$ cat src/hw/rtl/osts_pkg.sv
// ---------------------------------------------------------------------------
// osts_pkg: shared types and constants for the one-shot timer slot table
// Field widths, status codes, the controller states and the result record.
// ---------------------------------------------------------------------------
package osts_pkg;

    localparam int NUM_SLOTS_DEF = 16;

    localparam int TICK_W     = 32;
    localparam int DELAY_W    = 32;
    localparam int TAG_W      = 8;
    localparam int SLOT_OUT_W = 4;
    localparam int STATUS_W   = 2;

    // Stream payload widths, padded to whole bytes
    localparam int IN_FIELDS_W  = DELAY_W + TAG_W;
    localparam int IN_TDATA_W   = ((IN_FIELDS_W + 7) / 8) * 8;
    localparam int OUT_FIELDS_W = STATUS_W + SLOT_OUT_W + TAG_W + TICK_W;
    localparam int OUT_TDATA_W  = ((OUT_FIELDS_W + 7) / 8) * 8;

    // Selector on the input tuser and kind on the output tuser
    localparam logic MODE_ADD    = 1'b0;
    localparam logic MODE_TICK   = 1'b1;
    localparam logic KIND_ADD    = 1'b0;
    localparam logic KIND_EXPIRY = 1'b1;

    typedef enum logic [STATUS_W-1:0] {
        ST_OK        = 2'd0,
        ST_BAD_DELAY = 2'd1,
        ST_FULL      = 2'd2
    } status_t;

    typedef enum logic [2:0] {
        S_IDLE,
        S_ADD,
        S_REPLY,
        S_TICK,
        S_FLUSH
    } state_t;

    typedef struct packed {
        logic                  kind;
        status_t               status;
        logic [SLOT_OUT_W-1:0] slot;
        logic [TAG_W-1:0]      tag;
        logic                  last;
    } result_t;

endpackage

$ cat src/hw/rtl/one_shot_timer_slots.sv
// ---------------------------------------------------------------------------
// one_shot_timer_slots: table of one-shot timers on a free-running tick count
// Adds place a timer in the lowest free slot; ticks report expired slots.
// ---------------------------------------------------------------------------
// Usage: send an add transfer (tuser = 0, tdata = delay and tag) to arm a
// timer in the lowest free slot, or a tick transfer (tuser = 1) to advance
// the counter. Every add gets exactly one response carrying ok, bad delay
// or no free slot; a tick gets one expiry notice per expired slot, in
// ascending slot order, with tlast on the final one, and no response at all
// when nothing expired. Expiry uses the signed 32-bit difference between
// counter and stored expiry, so it stays correct across counter wrap. The
// block handles one item at a time. Expiry times and tags live in a
// single-port synchronous memory read one entry per cycle while the tick
// scan is not held by the output; the active bits are flip-flops cleared
// at reset, so no clearing pass is needed. A bad delay goes straight to
// the reply state; a valid add first runs the one-slot-per-cycle search
// over the active bits from slot 0 up to the lowest free slot or the last
// slot. A tick sweeps every entry once through the memory read port, then
// the compare stage and the final flush of the held notice. The input
// reopens as the add response or the final notice is loaded, or after the
// flush when nothing expired. A stalled output holds the reply, the compare
// stage and the flush. A response waiting on the output register does not
// block acceptance of the next item.
// ---------------------------------------------------------------------------
module one_shot_timer_slots #(
    parameter int NUM_SLOTS = osts_pkg::NUM_SLOTS_DEF
) (
    input  logic                            clk,
    input  logic                            rst_n,

    input  logic                            s_axis_tvalid,
    output logic                            s_axis_tready,
    // [31:0] delay_ticks (signed), [39:32] timer_tag
    input  logic [osts_pkg::IN_TDATA_W-1:0] s_axis_tdata,
    // [0] mode
    input  logic                            s_axis_tuser,

    output logic                             m_axis_tvalid,
    input  logic                             m_axis_tready,
    // [1:0] status, [5:2] slot, [13:6] expired_tag, [45:14] tick_now
    output logic [osts_pkg::OUT_TDATA_W-1:0] m_axis_tdata,
    // [0] kind
    output logic                             m_axis_tuser,
    output logic                             m_axis_tlast
);

    localparam int SLOT_W = (NUM_SLOTS > 1) ? $clog2(NUM_SLOTS) : 1;
    localparam int MEM_W  = osts_pkg::TICK_W + osts_pkg::TAG_W;
    localparam int PAD_W  = osts_pkg::OUT_TDATA_W - osts_pkg::OUT_FIELDS_W;
    localparam logic [SLOT_W-1:0] LAST_SLOT = SLOT_W'(NUM_SLOTS - 1);

    // Controller
    osts_pkg::state_t state_reg, state_next;
    logic [SLOT_W-1:0] idx_reg, idx_next;
    logic              scan_done_reg, scan_done_next;

    // Timer state: active bits in flops, expiry and tag in memory
    logic [NUM_SLOTS-1:0]        active_reg, active_next;
    logic [osts_pkg::TICK_W-1:0] tick_reg, tick_next;
    logic [MEM_W-1:0]            mem [NUM_SLOTS];
    logic [MEM_W-1:0]            rd_data_reg;
    logic                        mem_we;
    logic                        mem_re;

    // Pending add
    logic [osts_pkg::TICK_W-1:0] new_exp_reg, new_exp_next;
    logic [osts_pkg::TAG_W-1:0]  new_tag_reg, new_tag_next;
    osts_pkg::result_t           reply_reg, reply_next;

    // Tick scan: compare stage and one-deep hold for tlast marking
    logic              s2_valid_reg, s2_valid_next;
    logic [SLOT_W-1:0] s2_idx_reg, s2_idx_next;
    logic              s2_act_reg, s2_act_next;
    logic              hold_valid_reg, hold_valid_next;
    osts_pkg::result_t hold_reg, hold_next;

    // Output register
    logic                        out_valid_reg, out_valid_next;
    osts_pkg::result_t           out_reg, out_next;
    logic [osts_pkg::TICK_W-1:0] out_tick_reg, out_tick_next;

    logic                         in_xfer;
    logic                         out_free;
    logic                         delay_bad;
    logic [osts_pkg::TICK_W-1:0]  exp_diff;
    logic                         s2_hit;
    logic                         adv;
    logic [osts_pkg::DELAY_W-1:0] in_delay;
    logic [osts_pkg::TAG_W-1:0]   in_tag;

    assign in_delay = s_axis_tdata[osts_pkg::DELAY_W-1:0];
    assign in_tag   = s_axis_tdata[osts_pkg::DELAY_W +: osts_pkg::TAG_W];

    assign s_axis_tready = (state_reg == osts_pkg::S_IDLE);
    assign in_xfer       = s_axis_tvalid && s_axis_tready;
    assign out_free      = !out_valid_reg || m_axis_tready;

    // Zero or negative delays are rejected before any slot search
    assign delay_bad = (in_delay == '0) || in_delay[osts_pkg::DELAY_W-1];

    // Wrap-safe expiry: expired when (tick - expiry) is non-negative
    assign exp_diff = tick_reg - rd_data_reg[MEM_W-1 -: osts_pkg::TICK_W];
    assign s2_hit   = s2_act_reg && !exp_diff[osts_pkg::TICK_W-1];

    // The compare stage moves unless a hit must push the held notice out
    // and the output register is still occupied
    assign adv = !s2_valid_reg || !s2_hit || !hold_valid_reg || out_free;

    // Next state
    always_comb
    begin
        state_next = state_reg;
        unique case (state_reg)
            osts_pkg::S_IDLE:
            begin
                if (in_xfer)
                begin
                    if (s_axis_tuser == osts_pkg::MODE_TICK)
                        state_next = osts_pkg::S_TICK;
                    else if (delay_bad)
                        state_next = osts_pkg::S_REPLY;
                    else
                        state_next = osts_pkg::S_ADD;
                end
            end
            osts_pkg::S_ADD:
            begin
                if (!active_reg[idx_reg] || (idx_reg == LAST_SLOT))
                    state_next = osts_pkg::S_REPLY;
            end
            osts_pkg::S_REPLY:
            begin
                if (out_free)
                    state_next = osts_pkg::S_IDLE;
            end
            osts_pkg::S_TICK:
            begin
                if (scan_done_reg && !s2_valid_reg)
                    state_next = osts_pkg::S_FLUSH;
            end
            osts_pkg::S_FLUSH:
            begin
                if (!hold_valid_reg || out_free)
                    state_next = osts_pkg::S_IDLE;
            end
            default:
            begin
                state_next = osts_pkg::S_IDLE;
            end
        endcase
    end

    // Datapath and outputs
    always_comb
    begin
        idx_next        = idx_reg;
        scan_done_next  = scan_done_reg;
        active_next     = active_reg;
        tick_next       = tick_reg;
        new_exp_next    = new_exp_reg;
        new_tag_next    = new_tag_reg;
        reply_next      = reply_reg;
        s2_valid_next   = s2_valid_reg;
        s2_idx_next     = s2_idx_reg;
        s2_act_next     = s2_act_reg;
        hold_valid_next = hold_valid_reg;
        hold_next       = hold_reg;
        out_valid_next  = out_valid_reg && !m_axis_tready;
        out_next        = out_reg;
        out_tick_next   = out_tick_reg;
        mem_we          = 1'b0;
        mem_re          = 1'b0;

        unique case (state_reg)
            osts_pkg::S_IDLE:
            begin
                if (in_xfer)
                begin
                    idx_next = '0;
                    if (s_axis_tuser == osts_pkg::MODE_TICK)
                    begin
                        tick_next       = tick_reg + 1'b1;
                        scan_done_next  = 1'b0;
                        s2_valid_next   = 1'b0;
                        hold_valid_next = 1'b0;
                    end
                    else
                    begin
                        new_exp_next      = tick_reg + in_delay;
                        new_tag_next      = in_tag;
                        reply_next.kind   = osts_pkg::KIND_ADD;
                        reply_next.status = osts_pkg::ST_BAD_DELAY;
                        reply_next.slot   = '0;
                        reply_next.tag    = '0;
                        reply_next.last   = 1'b1;
                    end
                end
            end
            osts_pkg::S_ADD:
            begin
                // Search one slot per cycle for the lowest free one
                if (!active_reg[idx_reg])
                begin
                    mem_we               = 1'b1;
                    active_next[idx_reg] = 1'b1;
                    reply_next.status    = osts_pkg::ST_OK;
                    reply_next.slot      = osts_pkg::SLOT_OUT_W'(idx_reg);
                end
                else if (idx_reg == LAST_SLOT)
                begin
                    reply_next.status = osts_pkg::ST_FULL;
                    reply_next.slot   = '0;
                end
                else
                begin
                    idx_next = idx_reg + 1'b1;
                end
            end
            osts_pkg::S_REPLY:
            begin
                if (out_free)
                begin
                    out_valid_next = 1'b1;
                    out_next       = reply_reg;
                    out_tick_next  = tick_reg;
                end
            end
            osts_pkg::S_TICK:
            begin
                if (adv)
                begin
                    // Compare stage: free a hit slot, push the previous notice
                    if (s2_valid_reg && s2_hit)
                    begin
                        active_next[s2_idx_reg] = 1'b0;
                        if (hold_valid_reg)
                        begin
                            out_valid_next = 1'b1;
                            out_next       = hold_reg;
                            out_next.last  = 1'b0;
                            out_tick_next  = tick_reg;
                        end
                        hold_valid_next  = 1'b1;
                        hold_next.kind   = osts_pkg::KIND_EXPIRY;
                        hold_next.status = osts_pkg::ST_OK;
                        hold_next.slot   = osts_pkg::SLOT_OUT_W'(s2_idx_reg);
                        hold_next.tag    = rd_data_reg[osts_pkg::TAG_W-1:0];
                        hold_next.last   = 1'b1;
                    end
                    // Read stage: issue the next memory read
                    if (!scan_done_reg)
                    begin
                        mem_re        = 1'b1;
                        s2_valid_next = 1'b1;
                        s2_idx_next   = idx_reg;
                        s2_act_next   = active_reg[idx_reg];
                        if (idx_reg == LAST_SLOT)
                            scan_done_next = 1'b1;
                        else
                            idx_next = idx_reg + 1'b1;
                    end
                    else
                    begin
                        s2_valid_next = 1'b0;
                    end
                end
            end
            osts_pkg::S_FLUSH:
            begin
                // The held notice is the final one of this tick
                if (hold_valid_reg && out_free)
                begin
                    out_valid_next  = 1'b1;
                    out_next        = hold_reg;
                    out_next.last   = 1'b1;
                    out_tick_next   = tick_reg;
                    hold_valid_next = 1'b0;
                end
            end
            default:
            begin
                hold_valid_next = 1'b0;
            end
        endcase
    end

    // Control registers
    always_ff @(posedge clk or negedge rst_n)
    begin
        if (!rst_n)
        begin
            state_reg      <= osts_pkg::S_IDLE;
            idx_reg        <= '0;
            scan_done_reg  <= 1'b0;
            active_reg     <= '0;
            tick_reg       <= '0;
            s2_valid_reg   <= 1'b0;
            hold_valid_reg <= 1'b0;
            out_valid_reg  <= 1'b0;
        end
        else
        begin
            state_reg      <= state_next;
            idx_reg        <= idx_next;
            scan_done_reg  <= scan_done_next;
            active_reg     <= active_next;
            tick_reg       <= tick_next;
            s2_valid_reg   <= s2_valid_next;
            hold_valid_reg <= hold_valid_next;
            out_valid_reg  <= out_valid_next;
        end
    end

    // Payload registers
    always_ff @(posedge clk)
    begin
        new_exp_reg  <= new_exp_next;
        new_tag_reg  <= new_tag_next;
        reply_reg    <= reply_next;
        s2_idx_reg   <= s2_idx_next;
        s2_act_reg   <= s2_act_next;
        hold_reg     <= hold_next;
        out_reg      <= out_next;
        out_tick_reg <= out_tick_next;
    end

    // Slot memory: one port, registered read. A tick only reads and an add
    // only writes, so the same entry is never read and written together.
    always_ff @(posedge clk)
    begin
        if (mem_we)
            mem[idx_reg] <= {new_exp_reg, new_tag_reg};
        if (mem_re)
            rd_data_reg <= mem[idx_reg];
    end

    assign m_axis_tvalid = out_valid_reg;
    assign m_axis_tuser  = out_reg.kind;
    assign m_axis_tlast  = out_reg.last;
    assign m_axis_tdata  = {{PAD_W{1'b0}}, out_tick_reg, out_reg.tag, out_reg.slot,
                            out_reg.status};

    // Assertions
    a_tick_advance: assert property (@(posedge clk) disable iff (!rst_n)
        (in_xfer && (s_axis_tuser == osts_pkg::MODE_TICK))
        |=> (tick_reg == $past(tick_reg) + 1'b1))
        else $error("tick counter did not advance by one on a tick");

    a_hold_empty_idle: assert property (@(posedge clk) disable iff (!rst_n)
        (state_reg == osts_pkg::S_IDLE) |-> !hold_valid_reg)
        else $error("expiry notice left behind after a tick");

    a_hit_frees_slot: assert property (@(posedge clk) disable iff (!rst_n)
        ((state_reg == osts_pkg::S_TICK) && adv && s2_valid_reg && s2_hit)
        |=> !active_reg[$past(s2_idx_reg)])
        else $error("expired slot not freed");

    a_add_reply_form: assert property (@(posedge clk) disable iff (!rst_n)
        (m_axis_tvalid && (m_axis_tuser == osts_pkg::KIND_ADD))
        |-> (m_axis_tlast && (out_reg.tag == '0)))
        else $error("add response without tlast or with a tag");

    a_expiry_ok: assert property (@(posedge clk) disable iff (!rst_n)
        (m_axis_tvalid && (m_axis_tuser == osts_pkg::KIND_EXPIRY))
        |-> (out_reg.status == osts_pkg::ST_OK))
        else $error("expiry notice with a non-ok status");

endmodule

$ cat config.mk
export PLATFORM = sky130hd
export DESIGN_NAME = one_shot_timer_slots
export DESIGN_NICKNAME = d
export VERILOG_FILES = /design/src/hw/rtl/osts_pkg.sv /design/src/hw/rtl/one_shot_timer_slots.sv
export SDC_FILE = /design/constraint.sdc
export NUM_CORES = 1
export LEC_CHECK = 0
export BUFFER_PORTS_ARGS = -buffer_cell sky130_fd_sc_hd__buf_2
export CORE_MARGIN = 2
export CORE_UTILIZATION = 50
export DETAILED_ROUTE_END_ITERATION = 7
export PLACE_DENSITY = 0.66
export SETUP_SLACK_MARGIN = 0.15
export SYNTH_ARGS = -nofsm -noshare
export SYNTH_HDL_FRONTEND = slang
export SYNTH_SLANG_ARGS = --single-unit
$ cat constraint.sdc
create_clock -name clk -period 7.3 [get_ports clk]
set_clock_uncertainty 0.1 [all_clocks]
set_input_delay 0.73 -clock clk [delete_from_list [all_inputs] [get_ports clk]]
set_output_delay 0.73 -clock clk [all_outputs]
set_load 0.02 [all_outputs]
==> PnR_summary.wiki <==
{| class="wikitable"
! Metric !! Value
|-
| Register cell area after layout || 25240 um2
|-
| Switching power of the nets || 3.386 mW
|-
| Starting density of the core || 50.73%
|-
| DP Worst Slack || 2873 ps
|-
| Total die area || 70490 um2
|-
| Pre-Repair DR Iteration Count || 5
|-
| Met3 Resource Use GR || 4.703%
|-
| Number of max-cap violations || 0
|-
| Number of flip-flops in the largest register || 640
|-
| # clock sinks || 850
|-
| Remaining max-slew budget at the tightest pin || 13.77%
|-
| Via count || 17370
|-
| Clock latency of the later-clocked register in the worst-skew pair || 660 ps
|-
| Number of warnings reported in the yosys synthesis log || 0
|-
| CP bufs+invs || 2
|-
| Maximum number of pins on one net before global-route repair || 117
|-
| Sequential share of the synthesized area || 73.79%
|-
| CTS root buf || clkbuf_16
|-
| Number of nets still failing antenna checks after routing || 0
|-
| Core box area || 67400 um2
|-
| Post-Syn Area || 34190 um2
|-
| Via count of the first global-routing pass || 17630
|-
| Sort of element at the end of the critical path || register
|-
| Number of antenna cells inserted || 0
|-
| Commonest cells after routing, fill and taps aside || edfxtp_1 (791), mux4_2 (205), buf_2 (94), clkbuf_16 (88), ha_1 (66)
|-
| Buffer count from post-CTS setup fixing || 0
|-
| Worst setup SP type || register
|-
| Initial antenna violation count || 3
|-
| Layout area overhead || 13.22%
|-
| Most Used Layer, Global Route || met2
|-
| Final setup margin || 2960 ps
|-
| TritonCTS clock tree || built
|-
| Clock power share || 34.4%
|-
| Cell-internal power || 9.244 mW
|-
| Nets@finish || 2012
|-
| Reg power frac || 48.4%
|-
| Number of different library cells in the post-synthesis netlist || 62
|-
| FF-to-FF path depth || 5
|-
| Commonest non-fill, non-tap cell in the layout || edfxtp_1
|-
| Critical path depth || 5
|-
| Worst vdd rail ir drop || 239.9 uV
|-
| Relative contribution of combinational cells to total power || 17.2%
|-
| Routed length per instance || 28.16 um
|-
| Reg2reg setup slack || 2960 ps
|-
| Total global routing overflow || 0
|-
| Arrival time of data at the critical path endpoint || 4540 ps
|-
| Post-synth EDFFs || 791
|-
| Number of placed cells counting well taps || 2684
|-
| Post_cts resized || 0
|-
| Number of pins with negative max-slew slack in the final report || 0
|-
| Avg Cell Area, Syn || 19.55 um2
|-
| Proportion of layout cells with a drive suffix above 1 || 24.92%
|-
| Count of hold buffers inserted by post-cts repair || 0
|-
| Final critical-path share of the clock period || 59.46%
|-
| Endpoints failing setup || 0
|-
| GR Layer Usage met2 || 35.88%
|-
| Number of I/O pins || 97
|-
| Aggregate global-route resource usage || 23.15%
|-
| Commonest register cell after synthesis || edfxtp_1
|-
| Family of cells with the greatest summed delay on the critical path || buffers and inverters
|-
| Met1 GRT Util || 33.99%
|-
| Crit-path max FO || 83
|-
| Routability-driven placement congestion ratio || 0.9004
|-
| Die W || 265.5 um
|-
| Data required time at the worst endpoint || 7500 ps
|-
| CP dominant cell by count || buf_4
|-
| Number of hold violations in the final report || 0
|-
| Non-filler instance count after layout || 2843
|-
| Wire length of the first global-routing pass || 117.9 mm
|-
| Cell with the largest stage delay on the worst path || buf_4
|-
| Path type of the worst setup path || register to register
|-
| Async set-or-reset flop fraction in the synthesized netlist || 6.941%
|-
| Static power due to leakage || 12.84 nW
|-
| CP max stage delay || 1040 ps
|-
| Register bit total from synthesis || 850
|-
| Number of buffers created by CTS || 87
|-
| Unrepaired setup endpoints after global routing || no
|-
| Setup TNS || 0 ps
|-
| Slew of the pin with the lowest slew margin || 1293 ps
|-
| Post-detailed-route via-to-cell ratio || 6.110
|-
| Multi-input logic area || 8638 um2
|-
| Final HPWL from detailed placement || 46.93 mm
|-
| Filler instances || 4908
|-
| IO Port Bufs || 94
|-
| Total power per unit cell area || 326.3 nW/um2
|-
| Cell breakdown of the critical path || buf_4 -> ha_1 -> nand2_1 -> nor2_4 -> buf_4
|-
| Vertical die dimension || 265.5 um
|-
| DRT iter0 DRCs || 1769
|-
| Status || completed
|-
| Crit path time final || 4340 ps
|-
| Post-synthesis instance total || 1749
|-
| Clock transition at the registers of the reported paths || 60 ps
|-
| Utilization of the core after routing || 57.44%
|-
| Total wire length after detailed routing || 80.07 mm
|-
| Classification of the worst-slack hold path || primary input to asynchronous set/reset pin
|-
| F_max || 0.2304 GHz
|-
| Switching fraction of total power || 26.81%
|-
| DRC || 0
|-
| Clock Tree Buf Depth || 3
|-
| Maximum level of the CTS H-tree || 3
|-
| FP Rows || 95
|}
[power groups by stage]
stage	registers [mW]	logic (mW)	clock network (mW)
after detailed placement	6.22	2.18	0
after floorplan	6.21	1.42	0
final	6.12	2.17	4.34
after global routing	6.17	2.32	4.59
after global placement	6.21	2.16	0
after CTS	6.12	2.20	4.41
[cell usage after synthesis (13+ instances only)]
| cell type | instances | share of area [%] |
|---|---|---|
| xnor2_1 | 39 | 1.0 |
| nor2_1 | 76 | 0.83 |
| nand3_1 | 28 | 0.41 |
| and3_1 | 16 | 0.29 |
| nand2_1 | 59 | 0.65 |
| a21oi_1 | 54 | 0.79 |
| a21o_1 | 19 | 0.42 |
| nor2b_1 | 22 | 0.40 |
| o21ai_0 | 28 | 0.41 |
| inv_1 | 56 | 0.61 |
| xor2_1 | 15 | 0.38 |
| edfxtp_1 | 791 | 69 |
| ha_1 | 66 | 2.4 |
| dfrtp_1 | 59 | 4.3 |
| mux4_2 | 205 | 14 |
| nor3_1 | 20 | 0.29 |
| nand4_1 | 13 | 0.24 |
| buf_1 | 19 | 0.21 |
| clkbuf_1 | 38 | 0.42 |
[metal layers]
metal / share of wire [%] / vias up
met5: 0 / -
met4: 2.3 / 0
met3: 7.3 / 107
met2: 47 / 655
met1: 43 / 9208
li1: - / 7400
[final cells by class]
cell class / instances / share of cell area (%)
Sequential cell: 850 / 65.20
Multi-Input combinational cell: 780 / 22.31
Clock buffer: 105 / 5.853
Tap cell: 873 / 2.822
Timing Repair Buffer: 124 / 1.829
Clock inverter: 54 / 1.425
Inverter: 57 / 0.5527
[kinds of logic (layout without fill, tap and decap cells)]
| logic type | Yosys count | count (layout) | synth area share [%] |
|---|---|---|---|
| flip-flops | 850 | 850 | 73.79 |
| AND/OR/NAND/NOR | 277 | 277 | 4.124 |
| multiplexers | 216 | 216 | 13.85 |
| AO/OA/AOI/OAI | 164 | 164 | 3.023 |
| buffers and inverters | 120 | 340 | 1.354 |
| adder cells (fa/ha/maj) | 67 | 67 | 2.474 |
| XOR/XNOR | 54 | 54 | 1.383 |
| other | 1 | 2 | 0.01097 |
[worst paths after layout]
check / from / to
setup / recovery: idx_reg[1]$_DFFE_PN0P_ / mem[10][28]$_DFFE_PP_
hold / removal: rst_n / tick_reg[7]$_DFFE_PN0P_
setup reg to reg: idx_reg[1]$_DFFE_PN0P_ / mem[10][28]$_DFFE_PP_
hold reg to reg: rd_data_reg[6]$_DFFE_PP_ / hold_reg[7]$_DFFE_PP_
max in group asynchronous: rst_n / idx_reg[0]$_DFFE_PN0P_
min in group clk: s_axis_tdata[35] / new_tag_reg[3]$_DFFE_PP_
[stage by stage]
step	instance area [um2]	hold WS (ps)	total power, mW
detailed placement	35890	304.5	8.401
global route	38710	137.6	13.08
floorplan	34200	300.3	7.630
finish	38710	157.4	12.63
CTS	38710	130.4	12.74
global placement	35890	301.4	8.368
No activity file was read; power rests on OpenSTA's default activity.
